<file path="src/design/ocpr_pkg.sv">
// Shared types and constants for the OFDM cyclic prefix remover.
package ocpr_pkg;

   localparam int unsigned FFT_WIDTH = 12;
   localparam int unsigned CP_WIDTH = 9;
   localparam int unsigned POS_WIDTH = 12;
   localparam int unsigned LEN_WIDTH = 13;
   localparam int unsigned SLOT_WIDTH = 3;
   localparam int unsigned SYMNO_WIDTH = 8;
   localparam int unsigned SAMPLE_WIDTH = 16;
   localparam int unsigned CSR_INDEX_WIDTH = 2;
   localparam int unsigned CSR_DATA_WIDTH = 12;

   localparam logic [SLOT_WIDTH-1:0] SYMS_PER_SLOT = 3'd7;
   localparam logic [SYMNO_WIDTH-1:0] SYMS_PER_FRAME = 8'd140;
   localparam logic [LEN_WIDTH-1:0] MAX_SYM_LEN = 13'd4096;

   localparam logic [FFT_WIDTH-1:0] FFT_LENGTH_RESET = 12'd2048;
   localparam logic [CP_WIDTH-1:0] CP_NORMAL_RESET = 9'd144;
   localparam logic [CP_WIDTH-1:0] CP_FIRST_RESET = 9'd160;

   localparam logic [CSR_INDEX_WIDTH-1:0] CSR_FFT_LENGTH = 2'd0;
   localparam logic [CSR_INDEX_WIDTH-1:0] CSR_CP_NORMAL = 2'd1;
   localparam logic [CSR_INDEX_WIDTH-1:0] CSR_CP_FIRST = 2'd2;

   typedef struct packed {
      logic [FFT_WIDTH-1:0] fft_length;
      logic [CP_WIDTH-1:0] cp_normal;
      logic [CP_WIDTH-1:0] cp_first;
   } cfg_type;

   typedef struct packed {
      logic keep;
      logic first;
      logic last;
      logic slot_start;
      logic sync_lost;
      logic synced;
      logic [SYMNO_WIDTH-1:0] symbol_number;
   } sample_tag_type;

endpackage

</file>
<file path="src/design/ocpr_csr.sv">
// Configuration registers of the cyclic prefix remover.
module ocpr_csr (
   input  logic clock,
   input  logic reset,
   input  logic csr_write_enable,
   input  logic [ocpr_pkg::CSR_INDEX_WIDTH-1:0] csr_index,
   input  logic [ocpr_pkg::CSR_DATA_WIDTH-1:0] csr_write_data,
   output ocpr_pkg::cfg_type cfg
);
   import ocpr_pkg::*;

   cfg_type cfg_ff;
   cfg_type cfg_in;

   always_comb begin
      cfg_in = cfg_ff;
      if (csr_write_enable) begin
         case (csr_index)
            CSR_FFT_LENGTH: cfg_in.fft_length = csr_write_data[FFT_WIDTH-1:0];
            CSR_CP_NORMAL: cfg_in.cp_normal = csr_write_data[CP_WIDTH-1:0];
            CSR_CP_FIRST: cfg_in.cp_first = csr_write_data[CP_WIDTH-1:0];
            default: cfg_in = cfg_ff;
         endcase
      end
   end

   always_ff @(posedge clock) begin
      if (reset) begin
         cfg_ff.fft_length <= FFT_LENGTH_RESET;
         cfg_ff.cp_normal <= CP_NORMAL_RESET;
         cfg_ff.cp_first <= CP_FIRST_RESET;
      end else begin
         cfg_ff <= cfg_in;
      end
   end

   assign cfg = cfg_ff;

endmodule

</file>
<file path="src/design/ocpr_framer.sv">
// Frame, slot and symbol position counters with sample classification.
module ocpr_framer (
   input  logic clock,
   input  logic reset,
   input  ocpr_pkg::cfg_type cfg,
   input  logic advance,
   input  logic frame_mark,
   output ocpr_pkg::sample_tag_type tag
);
   import ocpr_pkg::*;

   logic locked_ff, locked_in;
   logic [POS_WIDTH-1:0] pos_ff, pos_in;
   logic [SLOT_WIDTH-1:0] slot_idx_ff, slot_idx_in;
   logic [SYMNO_WIDTH-1:0] frame_sym_ff, frame_sym_in;

   logic active;
   logic [POS_WIDTH-1:0] pos_cur;
   logic [SLOT_WIDTH-1:0] slot_idx_cur;
   logic [SYMNO_WIDTH-1:0] frame_sym_cur;
   logic [CP_WIDTH-1:0] cp;
   logic [LEN_WIDTH-1:0] len_raw, len, pos_ext, pos_next, cp_ext;
   logic in_body, sym_end;

   always_comb begin
      active = locked_ff | frame_mark;
      pos_cur = frame_mark ? '0 : pos_ff;
      slot_idx_cur = frame_mark ? '0 : slot_idx_ff;
      frame_sym_cur = frame_mark ? '0 : frame_sym_ff;

      cp = (slot_idx_cur == '0) ? cfg.cp_first : cfg.cp_normal;
      cp_ext = {{(LEN_WIDTH-CP_WIDTH){1'b0}}, cp};
      len_raw = cp_ext + {{(LEN_WIDTH-FFT_WIDTH){1'b0}}, cfg.fft_length};
      len = (len_raw > MAX_SYM_LEN) ? MAX_SYM_LEN : len_raw;
      pos_ext = {{(LEN_WIDTH-POS_WIDTH){1'b0}}, pos_cur};
      pos_next = pos_ext + LEN_WIDTH'(1);
      in_body = (pos_ext >= cp_ext) && (pos_ext < len);
      sym_end = (pos_next >= len);

      tag.keep = active & in_body;
      tag.first = active & in_body & (pos_ext == cp_ext);
      tag.last = active & in_body & (pos_next == len);
      tag.slot_start = active & in_body & (pos_ext == cp_ext) & (slot_idx_cur == '0);
      tag.sync_lost = locked_ff & frame_mark &
                      ((pos_ff != '0) || (slot_idx_ff != '0) || (frame_sym_ff != '0));
      tag.synced = active;
      tag.symbol_number = active ? frame_sym_cur : '0;

      locked_in = locked_ff;
      pos_in = pos_ff;
      slot_idx_in = slot_idx_ff;
      frame_sym_in = frame_sym_ff;
      if (advance && active) begin
         locked_in = 1'b1;
         if (sym_end) begin
            pos_in = '0;
            slot_idx_in = (slot_idx_cur + SLOT_WIDTH'(1) >= SYMS_PER_SLOT) ? '0
                          : slot_idx_cur + SLOT_WIDTH'(1);
            frame_sym_in = (frame_sym_cur + SYMNO_WIDTH'(1) >= SYMS_PER_FRAME) ? '0
                           : frame_sym_cur + SYMNO_WIDTH'(1);
         end else begin
            pos_in = pos_next[POS_WIDTH-1:0];
            slot_idx_in = slot_idx_cur;
            frame_sym_in = frame_sym_cur;
         end
      end
   end

   always_ff @(posedge clock) begin
      if (reset) begin
         locked_ff <= 1'b0;
         pos_ff <= '0;
         slot_idx_ff <= '0;
         frame_sym_ff <= '0;
      end else begin
         locked_ff <= locked_in;
         pos_ff <= pos_in;
         slot_idx_ff <= slot_idx_in;
         frame_sym_ff <= frame_sym_in;
      end
   end

endmodule

</file>
<file path="src/design/ofdm_cyclic_prefix_remover.sv">
// Top level of the OFDM cyclic prefix remover with frame alignment.
//
//   channel | direction | handshake          | payload
//   req     | in        | req_valid/stall    | sample_i, sample_q, frame_mark
//   rsp     | out       | rsp_valid/stall    | out_i, out_q, keep, symbol flags
//   csr     | in        | csr_write_enable   | csr_index, csr_write_data
//
// One transaction per clock sustained while rsp is not stalled; a req passes the input
// register, then the result register, to rsp_valid. Every request yields one response.
// Synchronous reset clears the counters and loads the default lengths.
// A stalled rsp holds the result; req stalls only while both registers are full.
module ofdm_cyclic_prefix_remover (
   input  logic clock,
   input  logic reset,
   input  logic req_valid,
   output logic req_stall,
   input  logic signed [ocpr_pkg::SAMPLE_WIDTH-1:0] req_sample_i,
   input  logic signed [ocpr_pkg::SAMPLE_WIDTH-1:0] req_sample_q,
   input  logic req_frame_mark,
   output logic rsp_valid,
   input  logic rsp_stall,
   output logic signed [ocpr_pkg::SAMPLE_WIDTH-1:0] rsp_out_i,
   output logic signed [ocpr_pkg::SAMPLE_WIDTH-1:0] rsp_out_q,
   output logic rsp_keep,
   output logic [ocpr_pkg::SYMNO_WIDTH-1:0] rsp_symbol_number,
   output logic rsp_first_in_symbol,
   output logic rsp_last_in_symbol,
   output logic rsp_slot_start,
   output logic rsp_sync_lost,
   output logic rsp_synced,
   input  logic csr_write_enable,
   input  logic [ocpr_pkg::CSR_INDEX_WIDTH-1:0] csr_index,
   input  logic [ocpr_pkg::CSR_DATA_WIDTH-1:0] csr_write_data
);
   import ocpr_pkg::*;

   cfg_type cfg;
   sample_tag_type tag;

   logic in_valid_ff, in_valid_in;
   logic signed [SAMPLE_WIDTH-1:0] in_i_ff, in_q_ff;
   logic in_mark_ff;
   logic rsp_valid_ff, rsp_valid_in;
   logic signed [SAMPLE_WIDTH-1:0] rsp_i_ff, rsp_q_ff;
   sample_tag_type rsp_tag_ff;
   logic advance, req_take;

   ocpr_csr u_csr (
      .clock(clock),
      .reset(reset),
      .csr_write_enable(csr_write_enable),
      .csr_index(csr_index),
      .csr_write_data(csr_write_data),
      .cfg(cfg)
   );

   ocpr_framer u_framer (
      .clock(clock),
      .reset(reset),
      .cfg(cfg),
      .advance(advance),
      .frame_mark(in_mark_ff),
      .tag(tag)
   );

   assign advance = in_valid_ff & (~rsp_valid_ff | ~rsp_stall);
   assign req_stall = in_valid_ff & ~advance;
   assign req_take = req_valid & ~req_stall;
   assign in_valid_in = req_take | (in_valid_ff & ~advance);
   assign rsp_valid_in = advance | (rsp_valid_ff & rsp_stall);

   always_ff @(posedge clock) begin
      if (reset) begin
         in_valid_ff <= 1'b0;
         rsp_valid_ff <= 1'b0;
      end else begin
         in_valid_ff <= in_valid_in;
         rsp_valid_ff <= rsp_valid_in;
      end
   end

   always_ff @(posedge clock) begin
      if (req_take) begin
         in_i_ff <= req_sample_i;
         in_q_ff <= req_sample_q;
         in_mark_ff <= req_frame_mark;
      end
      if (advance) begin
         rsp_i_ff <= tag.keep ? in_i_ff : '0;
         rsp_q_ff <= tag.keep ? in_q_ff : '0;
         rsp_tag_ff <= tag;
      end
   end

   assign rsp_valid = rsp_valid_ff;
   assign rsp_out_i = rsp_i_ff;
   assign rsp_out_q = rsp_q_ff;
   assign rsp_keep = rsp_tag_ff.keep;
   assign rsp_symbol_number = rsp_tag_ff.symbol_number;
   assign rsp_first_in_symbol = rsp_tag_ff.first;
   assign rsp_last_in_symbol = rsp_tag_ff.last;
   assign rsp_slot_start = rsp_tag_ff.slot_start;
   assign rsp_sync_lost = rsp_tag_ff.sync_lost;
   assign rsp_synced = rsp_tag_ff.synced;

   a_keep_synced: assert property (@(posedge clock) disable iff (reset)
      rsp_valid && rsp_keep |-> rsp_synced)
      else $error("kept sample while not synced");

   a_drop_zero: assert property (@(posedge clock) disable iff (reset)
      rsp_valid && !rsp_keep |-> rsp_out_i == '0 && rsp_out_q == '0
                                 && !rsp_first_in_symbol && !rsp_last_in_symbol)
      else $error("dropped sample carries data or flags");

   a_slot_first: assert property (@(posedge clock) disable iff (reset)
      rsp_valid && rsp_slot_start |-> rsp_first_in_symbol)
      else $error("slot start without first flag");

   a_lost_restart: assert property (@(posedge clock) disable iff (reset)
      rsp_valid && rsp_sync_lost |-> rsp_synced && rsp_symbol_number == '0)
      else $error("sync loss did not restart frame");

   a_symno_range: assert property (@(posedge clock) disable iff (reset)
      rsp_valid |-> rsp_symbol_number < SYMS_PER_FRAME)
      else $error("symbol number out of range");

endmodule

</file>
<file path="config.mk">
export PLATFORM = sky130hd
export DESIGN_NAME = ofdm_cyclic_prefix_remover
export DESIGN_NICKNAME = d
export VERILOG_FILES = /design/src/design/ocpr_pkg.sv /design/src/design/ocpr_csr.sv /design/src/design/ocpr_framer.sv /design/src/design/ofdm_cyclic_prefix_remover.sv
export SDC_FILE = /design/constraint.sdc
export NUM_CORES = 1
export LEC_CHECK = 0
export BUFFER_PORTS_ARGS = -buffer_cell sky130_fd_sc_hd__buf_2
export CORE_UTILIZATION = 41
export CTS_CLUSTER_SIZE = 25
export DETAILED_ROUTE_END_ITERATION = 7
export SYNTH_ARGS = -nofsm -noshare
export SYNTH_HDL_FRONTEND = slang
export SYNTH_SLANG_ARGS = --single-unit
</file>
<file path="constraint.sdc">
create_clock -name clock -period 10.9 [get_ports clock]
set_clock_uncertainty 0.05 [all_clocks]
set_input_delay 1.635 -clock clock [delete_from_list [all_inputs] [get_ports clock]]
set_output_delay 1.635 -clock clock [all_outputs]
set_load 0.02 [all_outputs]
</file>
### After elaboration in Yosys (flattened, before gate mapping)

Cells that the tools add are included.

| operators by class | value |
|---|---|
| add/subtract/negate cells | 4 |
| eq/ne operators | 4 |
| reductions and logical operators | 12 |
| multiplexer cells | 10 |
| divide/modulo/power cells | 0 |
| bitwise gates (word level) | 18 |
| $mul | 0 |
| shifts and indexed selects | 0 |
| $lt $le $gt $ge | 6 |

Operator list:

| kind | count |
|---|---|
| $mux W12 | 2 |
| $mux W8 | 3 |
| $add A12 B1 Y13 const B | 1 |
| $add A9 B12 Y13 | 1 |
| $eq A13 B13 Y1 | 1 |
| $ge A13 B13 Y1 | 1 |
| $gt A13 B13 Y1 const B | 1 |
| $lt A12 B13 Y1 | 1 |
| $mux W13 | 1 |
| $eq A12 B9 Y1 | 1 |
| $ge A12 B9 Y1 | 1 |
| $reduce_bool A12 Y1 | 1 |
| $and A1 B1 Y1 | 10 |
| $mux W3 | 3 |
| $mux W9 | 1 |
| $add A8 B1 Y8 const B | 1 |
| $ge A8 B8 Y1 const B | 1 |
| $reduce_bool A8 Y1 | 1 |
| $reduce_and A2 Y1 | 3 |
| $not A1 Y1 | 4 |
| $or A1 B1 Y1 | 4 |
| $add A3 B1 Y3 const B | 1 |
| $ge A3 B3 Y1 const B | 1 |
| $logic_not A3 Y1 | 1 |
| 6 further kinds | 8 |

| storage, ports and cells | value |
|---|---|
| memories kept | 0 |
| RAM bits | 0 |
| latch bits | 0 |
| input bits | 52 |
| output and inout port bits | 48 |
| bits in registers | 135 |
| word-level logic and storage cells | 75 |
| ROM bits | 0 |

### Depth between registers and ports, before layout

Gate-level depths: netlist (run 1).

| depth | value |
|---|---|
| depth after elaboration | 11 |
| depth in mapped cells | 27 |
| depth with buffers taken out | 20 |

### Modules after synthesis

From an unflattened synthesis (run 1), not the netlist that was laid out.

| second synthesis, totals | value |
|---|---|
| cell total of the unflattened synthesis | 668 |
| area total of the unflattened synthesis | 7033.0 µm² |

Modules (own cells, without submodules):

| module | sequential area each (µm²) | area each (µm²) | cells an instance | times used |
|---|---|---|---|---|
| ocpr_framer | 480.5 | 3083.0 | 425 | 1 |
| ofdm_cyclic_prefix_remover | 2412.3 | 2705.1 | 124 | 1 |
| ocpr_csr | 600.6 | 1244.9 | 119 | 1 |

### Worst setup path before layout (run 1)

No wires, ideal clock.

| timing path | value |
|---|---|
| path type | register -> register |
| start | register in_mark_ff |
| end | register u_framer.frame_sym_ff[7] |
| cell stages (with the launch flop) | 27 |
| arrival | 5.347 ns |
| period minus slack after synthesis | 5.524 ns |
| required time | 10.722 ns |
| library setup time | 0.128 ns |
| buffers on the path | 7 |
| path slack | 5.376 ns |
| path through | edfxtp_1 > buf_2 > buf_2 > buf_2 > clkbuf_1 > nor2b_1 > inv_1 > ha_1 > nand2b_1 > buf_2 > mux2_2 > ha_1 > fa_1 > a21oi_1 > o21ai_1 > o2bb2ai_2 > o2111ai_2 > clkbuf_1 > nand2_1 > ha_1 > a21oi_1 > o221ai_1 > a311o_2 > or2_2 > buf_6 > a32oi_1 > nor2_1 |

| between the ends | value |
|---|---|
| word-level cells in the longest chain between the ends | 8 |
| elaborated cells on any way between the ends | 16 |
| those cells by class | 3 x add/sub; 3 x order compare; 7 x mux; 1 x bitwise; 2 x reduce/logical |

Ends and longest elaborated chain:

| item | RTL line | source |
|---|---|---|
| start: declaration | ofdm_cyclic_prefix_remover.sv:42 | `logic in_mark_ff;` |
| start signal: assignment | ofdm_cyclic_prefix_remover.sv:86 | `in_mark_ff <= req_frame_mark;` |
| $mux W3 | ocpr_framer.sv:28 | `slot_idx_cur = frame_mark ? '0 : slot_idx_ff;` |
| $logic_not A3 Y1 | ocpr_framer.sv:31 | `cp = (slot_idx_cur == '0) ? cfg.cp_first : cfg.cp_normal;` |
| $mux W9 | ocpr_framer.sv:31 |  |
| $add A9 B12 Y13 | ocpr_framer.sv:33 | `len_raw = cp_ext + {{(LEN_WIDTH-FFT_WIDTH){1'b0}}, cfg.fft_length};` |
| $gt A13 B13 Y1 | ocpr_framer.sv:34 | `len = (len_raw > MAX_SYM_LEN) ? MAX_SYM_LEN : len_raw;` |
| $mux W13 | ocpr_framer.sv:34 |  |
| $ge A13 B13 Y1 | ocpr_framer.sv:38 | `sym_end = (pos_next >= len);` |
| $mux W8 | ocpr_framer.sv:55 | `if (sym_end) begin` |
| end signal: assignment | ocpr_framer.sv:79 | `frame_sym_ff <= frame_sym_in;` |
| end: declaration | ocpr_framer.sv:15 | `logic [SYMNO_WIDTH-1:0] frame_sym_ff, frame_sym_in;` |

Parallel ways exist; a longest one is shown, timed or not.
A chain may end at the register's enable or synchronous reset.

### Final worst setup path (run 1)

| timing path | value |
|---|---|
| start | register in_mark_ff |
| end | register rsp_q_ff[15], in the netlist rsp_out_q[15], data pin |

| between the ends | value |
|---|---|
| word-level cells in the longest chain between the ends | 9 |
| elaborated cells on any way between the ends | 12 |
| those cells by class | 1 x add/sub; 3 x order compare; 4 x mux; 2 x bitwise; 2 x reduce/logical |

Ends and longest elaborated chain:

| item | RTL line | source |
|---|---|---|
| $mux W3 | ocpr_framer.sv:28 |  |
| $logic_not A3 Y1 | ocpr_framer.sv:31 |  |
| $mux W9 | ocpr_framer.sv:31 |  |
| $add A9 B12 Y13 | ocpr_framer.sv:33 |  |
| $gt A13 B13 Y1 | ocpr_framer.sv:34 |  |
| $mux W13 | ocpr_framer.sv:34 |  |
| $lt A12 B13 Y1 | ocpr_framer.sv:37 | `in_body = (pos_ext >= cp_ext) && (pos_ext < len);` |
| $logic_and A1 B1 Y1 | ocpr_framer.sv:37 |  |
| $and A1 B1 Y1 (*) | ocpr_framer.sv:40 | `tag.keep = active & in_body;` |
| end signal: assignment | ofdm_cyclic_prefix_remover.sv:90 | `rsp_q_ff <= tag.keep ? in_q_ff : '0;` |
| end: declaration | ofdm_cyclic_prefix_remover.sv:44 | `logic signed [SAMPLE_WIDTH-1:0] rsp_i_ff, rsp_q_ff;` |

Mark *: on every way between the ends. The rest lies on a longest branch, timed or not.

==> results.cfg, run 1 <==
[setup_path]
worst_ep_required_time_ns = 10.97
arrival_ns = 6.38
cp-start-kind = register
endpoint_kind = register
worstSetupPathType = reg -> reg
worstPathMaxFanout = 39

[detailed_routing]
drt-total-wl_mm = 15.57
dr.pass1.iters = 4
drtAntennaViolNets = 0
initialDrtViolationCount = 267
drc = 0
vias_per_cell = 5.352
routedWlPerCell_microns = 15.58
vias = 5347

[synth]
yosys_warnings = 0
synth-seq-area-share = 0.4941
synth_edf_count = 79
synth_cells = 679
syn_area_per_cell_sq_um = 10.41
syn-num-nets = 781
netlist_area_sq_um = 7071
postSynth.asyncResetShare = 0
synth.distinct_cells = 77
synth_seq_cells = 135
synth-main-ff-cell = edfxtp_1

[floorplan]
fp.dieH_microns = 133.3
io_pins = 100
initial_core_util = 0.4234
row_count = 47
dieArea_sq_um = 17770
core_area_sq_um = 16700
die_w_microns = 133.3

[power_and_ir_drop]
clockPowerShare = 0.462
p_sw_uw = 298.5
p_leak_uw = 0.003307
power.density_nw_per_um2 = 146.9
vdd_drop_max_uv = 135.3
pwr-share-comb = 0.072
p_int_uw = 914.6
p_sw_frac = 0.2461
seq_power_share = 0.467

[clocking]
cts_inserted_buffers = 17
path_clk_slew_ns = 0.06
post-cts-setup-buffer-count = 0
cts-htree-levels = 4
cts_buffer_depth = 2
clkSinkCount = 135
cts_tree = yes
postCtsHoldBufs = 0
clkLatencyLatePin_ns = 0.43
cts-root-buf = clkbuf_16
cts_resized = 0

[sta]
tightest_slew_ns = 1.208
slew_headroom = 0.1947
hold_violations = 0
fmax_mhz = 158.6
setup_viol = 0
rsz0062_at_grt = false
slew_violations = 0
tns_ns = 0
period_needed_ns = 6.306
timing.final.crit_share = 0.5785

[layout]
syn2layout_area_growth_pct = 16.76
fin_nets = 868
diodes = 0
final_util = 0.4943
fillers = 1561
drive_above_1_share = 0.2144

[global_routing]
grt_pass1_vias = 5227
globalRouteTotalUtil = 0.1844
grt-ovfl-total = 0
grt_antenna_before_repair = 0
grt_pass1_wl_mm = 25.86
grt_max_degree = 61

[outcome]
outcome = finished clean

[worst_hold_path]
hp-class = reg -> reg

[place]
gp_congestion = 0.8751
numPortBuffers = 99
dp.final_hpwl_mm = 11.13

[job]
maxCapViolCount = 0
-- kinds of logic (layout without fill, tap and decap cells) --
| family | Yosys count | after routing | share of synthesized area |
|---|---|---|---|
| fa+ha+maj | 50 | 50 | 0.08954 |
| mux | 16 | 16 | 0.02424 |
| simple gates | 273 | 273 | 0.2063 |
| flops | 135 | 135 | 0.4941 |
| xor+xnor | 18 | 18 | 0.02230 |
| buf+inv | 62 | 162 | 0.04282 |
| compound gates | 125 | 125 | 0.1207 |
-- synth_stat cells, types with 11 or more instances --
library cell | count | area share
clkbuf_1 | 15 | 0.0080
nor2b_1 | 20 | 0.018
ha_1 | 49 | 0.087
edfxtp_1 | 79 | 0.34
nor2_1 | 38 | 0.020
dfxtp_1 | 56 | 0.16
o21ai_0 | 12 | 0.0085
nand2_1 | 87 | 0.046
xor2_1 | 11 | 0.014
nand3_1 | 23 | 0.016
buf_2 | 11 | 0.0078
a21oi_1 | 57 | 0.040
nor3b_1 | 33 | 0.035
inv_1 | 27 | 0.014
-- power groups by stage --
stage / combinational [uW] / clock, uW / sequential (uW)
floorplan: 47.3 / 0 / 585
global placement: 84.8 / 0 / 577
detailed placement: 86.8 / 0 / 577
CTS: 87.5 / 571 / 566
global route: 96.6 / 594 / 568
finish: 86.9 / 560 / 566
-- worst max-delay path: stages, from the launching register on --
cell       delay, ns
edfxtp_1        0.36
buf_4           0.26
nor2b_1         0.23
inv_1           0.09
ha_1            0.20
nand2b_1        0.44
mux2_2          0.43
ha_1            0.21
fa_1            0.40
a21oi_1         0.21
o21ai_1         0.17
o2bb2ai_2       0.18
o2111ai_2       0.51
o311ai_0        0.36
ha_1            0.38
and4_1          0.19
nand2_1         0.06
a21oi_1         0.11
o211a_1         0.97
nor3b_1         0.16
-- metal layers --
layer	up-vias	track usage	wire length, microns
met3	22	0.03995	605
met2	121	0.3012	7531
met4	0	0.07449	274
li1	2648	-	-
met5	-	0	0
met1	2556	0.2370	7157
-- layout make-up --
class / count / area, sq um / share of cell area
multi-input cells: 482 / 3278 / 0.3971
clock buffers: 17 / 425.4 / 0.05153
clock inverters: 15 / 156.4 / 0.01895
inverters: 27 / 101.3 / 0.01228
flip-flops and latches: 135 / 3493 / 0.4232
repair buffers: 103 / 525.5 / 0.06366
well taps: 220 / 275.3 / 0.03334
-- per-stage QoR --
stage	std cells	total power (uW)	area [sq um]	hold slack [ns]	setup slack, ns
3_5_place_dp	967	664.1	7674	0.3966	4.575
2_1_floorplan	679	632.5	7071	0.3813	5.376
3_3_place_gp	967	661.4	7674	0.3931	4.883
6_report	999	1213	8255	0.4064	4.594
4_1_cts	999	1225	8255	0.4061	4.569
5_1_grt	999	1259	8255	0.4269	4.029
-- cells in the final DEF, fill, tap and decap left out, types with 4 or more instances in the layout --
master / n
buf_2: 99
nand2_1: 87
edfxtp_1: 79
a21oi_1: 57
dfxtp_1: 56
ha_1: 49
nor2_1: 38
nor3b_1: 33
inv_1: 27
nand3_1: 23
nor2b_1: 19
clkbuf_16: 17
o21ai_0: 12
xor2_1: 11
mux2_2: 9
nand3b_1: 9
and2_1: 8
nand4_1: 8
xnor2_1: 7
nor3_1: 7
nor4_1: 7
mux2i_1: 7
a21o_1: 6
and3_1: 6
nand2b_1: 5
inv_6: 5
inv_8: 4
buf_4: 4
-- final timing paths --
kind                    to  slack (ns)  cells past startpoint          start
max          rsp_out_q[15]        4.59                     19     in_mark_ff
min          u_csr.cfg[15]        0.41                      2  u_csr.cfg[15]
max reg2reg  rsp_out_q[15]        4.59                     19     in_mark_ff
min reg2reg  u_csr.cfg[15]        0.41                      2  u_csr.cfg[15]
-- state kept, by name, summed over array words and instances (netlist names) --
register and flops:
in_i_ff 16, in_mark_ff 1, in_q_ff 16, in_valid_ff 1, rsp_first_in_symbol 1, rsp_keep 1, rsp_last_in_symbol 1, rsp_out_i 16
rsp_out_q 16, rsp_slot_start 1, rsp_symbol_number 8, rsp_sync_lost 1, rsp_synced 1, rsp_valid 1, u_csr.cfg 30, u_framer.frame_sym_ff 8
u_framer.locked_ff 1, u_framer.pos_ff 12, u_framer.slot_idx_ff 3
Note: power is estimated with default switching activity, not from simulation.
==> run 2, diff against run 1 <==
clock period = 6.2 ns   (was 10.9 ns; I/O delays follow)
==> run 2 against run 1 <==
Net effect:
- highest routed layer unchanged
- count of clock-buffer cells in the layout rose by 2
- clock power up 89%
- sequential power is 76% higher
==> results.cfg, run 2 (same netlist as run 1, synthesis figures left out) <==
[sta]
tns_ns = 0
tightest_slew_ns = 1.101
hold_slack_ns = 0.4039
slew_headroom = 0.2660
setup_ws_ns = 0.8174
fmax_mhz = 185.8
period_needed_ns = 5.383
slew_violations = 0
setup_viol = 0
rsz0062_at_grt = false
hold_violations = 0
timing.final.crit_share = 0.8682

[global_routing]
grt_antenna_before_repair = 0
grt_pass1_vias = 5151
grt_pass1_wl_mm = 25.71
grt-ovfl-total = 0
globalRouteTotalUtil = 0.1829
grt_max_degree = 61

[setup_path]
arrival_ns = 5.57
ff2ff_setup_slack_ns = 0.82
endpoint_kind = register
worstSetupPathType = reg -> reg
cp-start-kind = register
crit_path_end = rsp_out_i[11]
worst_ep_required_time_ns = 6.39
reg2reg_depth = 18
reg2reg_from = in_mark_ff
startpoint = in_mark_ff
worstPathMaxFanout = 24
r2r_end = rsp_out_i[11]

[outcome]
outcome = finished clean

[power_and_ir_drop]
seq_power_share = 0.450
power.density_nw_per_um2 = 265.3
p_int_uw = 1720
pwr-share-comb = 0.069
p_sw_frac = 0.2223
p_sw_uw = 491.6
p_leak_uw = 0.003353
clockPowerShare = 0.481
vdd_drop_max_uv = 201.7

[layout]
fillers = 1550
fin_nets = 873
mostFrequentLayoutCells = buf_2 (99), nand2_1 (87), edfxtp_1 (79)
final_util = 0.4993
syn2layout_area_growth_pct = 17.93
largest_register_ffs = 30
drive_above_1_share = 0.2168
stdcell_count = 1004
final_common_cell = buf_2
diodes = 0

[detailed_routing]
drc = 0
initialDrtViolationCount = 309
routedWlPerCell_microns = 15.50
drt-total-wl_mm = 15.56
drtAntennaViolNets = 0
vias_per_cell = 5.257
vias = 5278
dr.pass1.iters = 4

[floorplan]
core_area_sq_um = 16700
row_count = 47
io_pins = 100
initial_core_util = 0.4234
fp.dieH_microns = 133.3
die_w_microns = 133.3
dieArea_sq_um = 17770

[clocking]
cts-htree-levels = 4
cts_buffer_depth = 2
cts_tree = yes
cts_resized = 0
clkSinkCount = 135
path_clk_slew_ns = 0.06
post-cts-setup-buffer-count = 0
clkLatencyLatePin_ns = 0.42
cts_inserted_buffers = 17
postCtsHoldBufs = 0
cts-root-buf = clkbuf_16

[place]
gp_congestion = 0.8437
dp_slack_ns = 0.8382
numPortBuffers = 99
dp.final_hpwl_mm = 11.22
dp_cells = 972

[job]
maxCapViolCount = 0

[worst_hold_path]
hp-class = reg -> reg
-- run 2: cell types whose count changed in the layout (fill, tap and decap cells not counted), sizes merged --
cell	before	now
buf	103	108
inv	36	32
clkbuf	17	19
clkinvlp	2	1
bufinv	1	4
-- run 2: cell type report --
class	instances	area, sq um	area share
tap	220	275.3	0.03301
clock inverter	13	193.9	0.02326
sequential	135	3493	0.4190
clock buffer	19	432.9	0.05192
inverter	27	101.3	0.01215
multi-input combinational	482	3278	0.3932
timing repair buffer	108	563.0	0.06753
-- run 2: worst min-delay path by stage --
stage,startpoint,to,slack (ns),cells after the start
6_report,u_csr.cfg[12],u_csr.cfg[12],0.40,2
2_1_floorplan,u_csr.cfg[5],u_csr.cfg[5],0.38,1
4_1_cts,u_csr.cfg[15],u_csr.cfg[15],0.40,2
3_3_place_gp,u_csr.cfg[15],u_csr.cfg[15],0.39,2
3_5_place_dp,u_csr.cfg[5],u_csr.cfg[5],0.40,1
5_1_grt,u_csr.cfg[23],u_csr.cfg[23],0.43,2
-- run 2: through the flow --
stage	power, uW	instance area (sq um)
finish	2212	8338
global route	2291	8338
CTS	2236	8338
detailed placement	1168	7711
global placement	1163	7711
floorplan	1112	7071
-- run 2: per-layer routing --
layer	vias to the layer above	part of all wire	wire (microns)	track usage
li1	2648	-	-	-
met1	2485	0.45	7064	0.2362
met2	129	0.49	7556	0.3058
met3	16	0.049	757	0.04072
met4	0	0.012	181	0.05429
met5	-	0	0	0
-- run 2: power groups by stage --
stage	registers, uW	logic, uW	clock network [uW]
after floorplan	1030	83.1	0
after global placement	1010	150	0
after detailed placement	1010	154	0
after CTS	995	155	1090
after global routing	999	171	1120
final	995	154	1060
-- run 2: worst max-delay path, stage by stage, from the launching register on --
cell and delay [ns]:
edfxtp_1 0.43, buf_4 0.24, nor2b_1 0.23, nand2b_1 0.21, mux2_2 0.37, ha_1 0.21, fa_1 0.40, a21oi_1 0.21
o21ai_1 0.15, a2111oi_0 0.50, a21o_1 0.17, o311ai_0 0.12, o31a_1 0.17, ha_1 0.31, a2111oi_0 0.40, nand3_1 0.13
o211a_1 0.41, buf_4 0.28, nor3b_1 0.23
